File: src/qts_pkg.sv
// Shared widths, register indexes and reset values for the quintic trajectory sampler.
package qts_pkg;

  localparam int CFG_IDX_W = 3;
  localparam int CFG_DATA_W = 32;
  localparam int T_W = 24;
  localparam int POS_W = 32;
  localparam int W_W = 64;
  localparam int S_W = 56;
  localparam int DIV_STEP = 4;
  localparam int MAC_LAT = 5;
  localparam int HORNER_STEPS = 5;
  localparam int LOW_STEPS = 2;
  localparam int FRAC_S = 32;
  localparam int FRAC_A = 17;
  localparam int FRAC_V = 16;

  typedef logic signed [W_W-1:0] wide_t;
  typedef logic signed [POS_W-1:0] pos_t;
  typedef logic [T_W-1:0] time_t;
  typedef logic [CFG_IDX_W-1:0] cfg_idx_t;

  localparam cfg_idx_t REG_START_POSITION = 3'd0;
  localparam cfg_idx_t REG_START_VELOCITY = 3'd1;
  localparam cfg_idx_t REG_START_ACCELERATION = 3'd2;
  localparam cfg_idx_t REG_END_POSITION = 3'd3;
  localparam cfg_idx_t REG_END_VELOCITY = 3'd4;
  localparam cfg_idx_t REG_END_ACCELERATION = 3'd5;
  localparam cfg_idx_t REG_DURATION = 3'd6;

  localparam pos_t RST_END_POSITION = 32'sd65536;
  localparam time_t RST_DURATION = 24'd131072;

  localparam wide_t WIDE_MAX = 64'sh7FFF_FFFF_FFFF_FFFF;
  localparam wide_t WIDE_MIN = 64'sh8000_0000_0000_0000;

endpackage

File: src/qts_div.sv
// Pipelined restoring divider forming normalized time s = t * 2^32 / T.
module qts_div (
  input  logic                    clk,
  input  logic                    rst,
  input  logic                    en,
  input  logic                    in_valid,
  input  qts_pkg::time_t          t,
  input  qts_pkg::time_t          dur,
  output logic                    out_valid,
  output logic [qts_pkg::S_W-1:0] s,
  output qts_pkg::time_t          t_out
);
  import qts_pkg::*;

  localparam int NSTG = S_W / DIV_STEP;

  logic [NSTG-1:0] vld;
  logic [T_W-1:0]  rem_q [NSTG];
  logic [S_W-1:0]  quo_q [NSTG];
  time_t           t_q [NSTG];

  for (genvar k = 0; k < NSTG; k++) begin : g_stage
    logic           v_p;
    logic [T_W-1:0] rem_p;
    logic [T_W-1:0] rem_n;
    logic [S_W-1:0] quo_p;
    logic [S_W-1:0] quo_n;
    time_t          t_p;
    logic [T_W:0]   trial;
    logic [S_W-1:0] dvd;

    if (k == 0) begin : g_first
      assign v_p = in_valid;
      assign rem_p = '0;
      assign quo_p = '0;
      assign t_p = t;
    end else begin : g_next
      assign v_p = vld[k-1];
      assign rem_p = rem_q[k-1];
      assign quo_p = quo_q[k-1];
      assign t_p = t_q[k-1];
    end

    always_comb begin
      rem_n = rem_p;
      quo_n = quo_p;
      trial = '0;
      dvd = {t_p, {(S_W-T_W){1'b0}}};
      for (int j = 0; j < DIV_STEP; j++) begin
        trial = {rem_n, dvd[S_W-1-k*DIV_STEP-j]};
        if (trial >= {1'b0, dur}) begin
          rem_n = T_W'(trial - {1'b0, dur});
          quo_n = {quo_n[S_W-2:0], 1'b1};
        end else begin
          rem_n = trial[T_W-1:0];
          quo_n = {quo_n[S_W-2:0], 1'b0};
        end
      end
    end

    always_ff @(posedge clk) begin
      if (rst) begin
        vld[k] <= 1'b0;
      end else if (en) begin
        vld[k] <= v_p;
      end
    end

    always_ff @(posedge clk) begin
      if (en) begin
        rem_q[k] <= rem_n;
        quo_q[k] <= quo_n;
        t_q[k] <= t_p;
      end
    end
  end

  assign out_valid = vld[NSTG-1];
  assign s = quo_q[NSTG-1];
  assign t_out = t_q[NSTG-1];

endmodule

File: config.mk
export PLATFORM = sky130hd
export DESIGN_NAME = qts_div
export DESIGN_NICKNAME = d
export VERILOG_FILES = /design/src/qts_pkg.sv /design/src/qts_div.sv
export SDC_FILE = /design/constraint.sdc
export NUM_CORES = 2
export LEC_CHECK = 0
export BUFFER_PORTS_ARGS = -buffer_cell sky130_fd_sc_hd__buf_2
export CAP_MARGIN = 0
export CORE_MARGIN = 4
export CORE_UTILIZATION = 55
export DETAILED_ROUTE_END_ITERATION = 10
export PLACE_DENSITY = 0.71
export SLEW_MARGIN = 20
export SYNTH_ARGS = -nofsm -noshare
export SYNTH_HDL_FRONTEND = slang
export SYNTH_SLANG_ARGS = --single-unit
File: constraint.sdc
create_clock -name clk -period 39.4 [get_ports clk]
set_input_delay 0 -clock clk [delete_from_list [all_inputs] [get_ports clk]]
set_output_delay 0 -clock clk [all_outputs]
set_load 0.02 [all_outputs]
# After elaboration in Yosys (flattened, before gate mapping)
# Memories as Yosys holds them, arrays and structs flattened.
# Index checks and enable logic that the tools add are counted.
[word_totals] n_memories=3 latchBits=0 register_bits=14 romBits=0 in_bits=52 ramBits=1456 elab_cells=243 output_inout_bits=81
[classes] bitwise_logic=0 shift=0 n_eq_ne=0 div=0 addsub=56 muxes=114 mul=0 order_cmp=56 reduce_logical=0
[memory_table] name="quo_q" depth=14 word_bits=56 rd=14 rd_clocked_by_memory_dff=0 write_ports=14 line="qts_div.sv:19" source="logic [S_W-1:0] quo_q [NSTG];"
[memory_table] name="rem_q" depth=14 word_bits=24 rd=13 rd_clocked_by_memory_dff=0 write_ports=14 line="qts_div.sv:18" source="logic [T_W-1:0] rem_q [NSTG];"
[memory_table] name="t_q" depth=14 word_bits=24 rd=14 rd_clocked_by_memory_dff=0 write_ports=14 line="qts_div.sv:20" source="time_t t_q [NSTG];"
[ops] operator="$ge A25 B24 Y1" n=55
[ops] operator="$mux W24" n=56
[ops] operator="$sub A24 B24 Y24" n=55
[ops] operator="$mux W1" n=58
[ops] operator="$ge A1 B24 Y1" n=1
[ops] operator="$sub A1 B24 Y24" n=1

# Logic depth before layout (Yosys ltp)
# An unclocked memory read counts as a cell.
[depth] word_depth=9 mapped_depth=61 ltp_nobuf=51

# Worst setup path before layout
# No wires, ideal clock.
[synth_timing] kind="in2reg" startpoint="input port dur[1]" endpoint="memory rem_q[9][9] (netlist: rem_q[1][33]) (data pin)" setup_time_ns=0.262 path_slack_ns=26.147 t_required_ns=39.138 n_path_buf=6 arrival_ns=12.991 path_stages=47 cell_sequence="inv_1 ha_1 nor2b_1 o31a_1 o211a_1 o31ai_2 a21oi_1 o21ai_1 clkbuf_1 mux2_2 ha_1 a21oi_1 a21o_1 a31o_1 and4_1 nor4_1 o41ai_1 and3_1 (+11 left out) a2111oi_4 clkbuf_1 mux2_2 ha_1 a21o_1 nand2_1 and3_1 o31ai_1 a21oi_1 o21bai_1 a21oi_1 o21a_1 o21ai_0 a221o_1 a211o_1 buf_2 buf_6 mux2_1"
[synth_rtl] item="start: declaration" line="qts_div.sv:8" source="input qts_pkg::time_t dur,"
[synth_rtl] item="end: declaration" line="qts_div.sv:18"

==> impl_metrics.json <==
{
  "run_status": "completed",
  "timing.fmax_mhz": 68.0,
  "io_pins": 133,
  "crit_path_top_delay_cell": "o41ai_1",
  "cp_max_fo": 24,
  "clock_path_buffers": 3,
  "fin_nets": 13200,
  "antenna_found_initial": 4,
  "ys_types": 115,
  "worst_path_largest_cell_delay_ns": 0.79,
  "vias": 93100,
  "worst_ep_arrival_time_ns": 15.21,
  "tightest_slew_ns": 1.07,
  "dr.pass1.iters": 6,
  "htreeDepth": 3,
  "setup_viol": 0,
  "track_usage": 0.311,
  "first_global_vias": 88400,
  "syn_to_final_growth_pct": 8.10,
  "ant_nets": 0,
  "grt_max_degree": 109,
  "cpMostUsedCell": "a21oi_1",
  "crit_type": "register to register",
  "dp_hpwl_mm": 245,
  "die_w_microns": 450,
  "initial_core_util": 0.556,
  "grt-ovfl-total": 0,
  "synth_edf_count": 1068,
  "slew_violations": 0,
  "rows": 161,
  "period_minus_slack_ns": 14.71,
  "synth_nets": 13000,
  "async_flop_share": 0,
  "setup.worst_path.end_class": "register",
  "core_sq_um": 193000,
  "cp-start-kind": "register",
  "fp.dieArea_sq_um": 202000,
  "cts_tree": "yes",
  "gp_congestion": 0.992,
  "portBuffers": 132,
  "cts_setup_buffers": 0,
  "synth_top_area_share": 0.299,
  "ys_seq_area_frac": 0.301,
  "slew_headroom": 0.285,
  "grt_pass1_wl_mm": 503,
  "cts_inserted_buffers": 119,
  "die-height_microns": 450,
  "setup_tns_ns": 0,
  "drt_iter0_markers": 8166,
  "hold_violations": 0,
  "syn_avg_cell_area_sq_um": 9.24,
  "drive_gt1_frac": 0.0943,
  "fin_skew_ns": 0.0594,
  "worst-endpoint-required_ns": 39.90,
  "drc_errors": 0,
  "ys.warnings.count": 0,
  "clk_pin_slew_ns": 0.07,
  "max-cap-violations": 0,
  "rsz0062_at_grt": "no",
  "drt_wl_total_mm": 328,
  "worstHoldPathType": "input port to register",
  "synthCells": 11600,
  "synth_flop_cell": "edfxtp_1",
  "wl_per_cell_microns": 22.7,
  "cts-root-buf": "clkbuf_16",
  "synth_top_cell_by_area": "edfxtp_1",
  "viasPerCell": 6.44,
  "cts.sinks": 1082,
  "clk_latency_ns": 0.81,
  "synth_area_leaders": "edfxtp_1 (30%), ha_1 (15%), xnor2_1 (5.6%), a21oi_1 (4.9%), mux2_2 (4.6%)",
  "period_share": 0.373,
  "ys_seq_elements": 1082,
  "synth_area_sq_um": 107000
}
-- cell families after synthesis --
| family | share of synthesized area |
|---|---|
| AO/OA/AOI/OAI | 0.224 |
| flip-flops | 0.301 |
| multiplexers | 0.0683 |
| adder cells (fa/ha/maj) | 0.157 |
| AND/OR/NAND/NOR | 0.136 |
| XOR/XNOR | 0.0852 |
| buffers and inverters | 0.0283 |
-- Yosys cell counts (all sizes together), types with 80 or more instances --
library cell,count
o211ai,81
ha,1298
o21ai,773
a31oi,124
o221ai,80
buf,95
nor2b,145
nand2b,154
or3,92
a21o,558
a21oi,1046
clkbuf,137
mux2,520
xor2,354
xnor2,690
o21bai,181
nor2,779
o21a,184
mux2i,140
nand3,212
nor3,214
inv,545
edfxtp,1068
nand2,844
and3,106
nand4,168
a211oi,106
-- layer usage --
layer  vias to the layer above  part of all wire  global-route usage
li1                      44400                 -                   -
met1                     44500              0.44               0.425
met2                      3479              0.45               0.500
met3                       762             0.066              0.0349
met4                         0             0.048               0.130
met5                         -                 0                   0
-- area by class of cell --
cell class	count	area [sq um]
clock buffers	135	3040
multi-input cells	9749	72000
flip-flops and latches	1082	32400
repair buffers	335	2400
clock inverters	80	926
inverters	546	2080
well taps	2526	3160
fillers	16500	77200
diodes	3	7.51
-- cell usage in the layout (no fill, tap or decap), types with 100 or more instances in the layout --
master     count
nor3_1       213
a31oi_1      120
buf_2        129
inv_1        499
nor2_1       775
nand2b_1     154
nor2b_1      144
nand3_1      212
nand2_1      844
clkbuf_16    119
edfxtp_1    1068
nand4_1      168
a21o_1       558
xor2_1       354
mux2i_1      139
xnor2_1      690
o21a_1       184
and3_1       105
buf_4        143
o21ai_0      719
ha_1        1298
a211oi_1     100
mux2_2       435
o21bai_1     179
a21oi_1     1046
-- flip-flops by register name, summed over array words and instances (netlist names) --
signal / cells
g_stage.v_p: 13
t_q: 336
rem_q: 312
quo_q: 420
out_valid: 1
-- through the flow --
stage	worst slack [ns]	hold slack, ns	std cells	util	cell area [sq um]
global route	23.71	0.0785	14500	0.601	116000
floorplan	26.15	0.0724	11600	-	107000
CTS	24.96	0.0171	14500	0.600	116000
global placement	24.70	0.178	14200	0.577	111000
detailed placement	24.41	0.178	14200	0.577	111000
finish	24.69	0.0730	14500	0.601	116000
-- what timing repair did --
| action | in CTS | in global routing |
|---|---|---|
| hold endpoints to repair | 149 | 0 |
| hold buffers | 57 | 0 |
| gates resized for setup | 0 | 0 |
-- path summary, 6_finish.rpt --
check / startpoint / to / slack, ns / cells after the start
max: rem_q[0][93]$_DFFE_PP_ / rem_q[0][99]$_DFFE_PP_ / 24.69 / 46
min: rst / g_stage[11].v_p$_SDFFE_PP0P_ / 0.07 / 3
max reg2reg: rem_q[0][93]$_DFFE_PP_ / rem_q[0][99]$_DFFE_PP_ / 24.69 / 46
min reg2reg: quo_q[0][338]$_DFFE_PP_ / quo_q[0][398]$_DFFE_PP_ / 0.40 / 0
-- worst max-delay path, delay by kind of cell, from the launching register on --
| family | cells | cell delay (ns) |
|---|---|---|
| DFF | 1 | 0.42 |
| AOI/OAI and AO/OA | 28 | 9.42 |
| adders and majority gates | 4 | 1.33 |
| buffers and inverters | 6 | 1.62 |
| and+or+nand+nor | 8 | 1.55 |
Power is not shown: default switching activity piles up to over one toggle a cycle in this logic, so the estimate is an artifact.
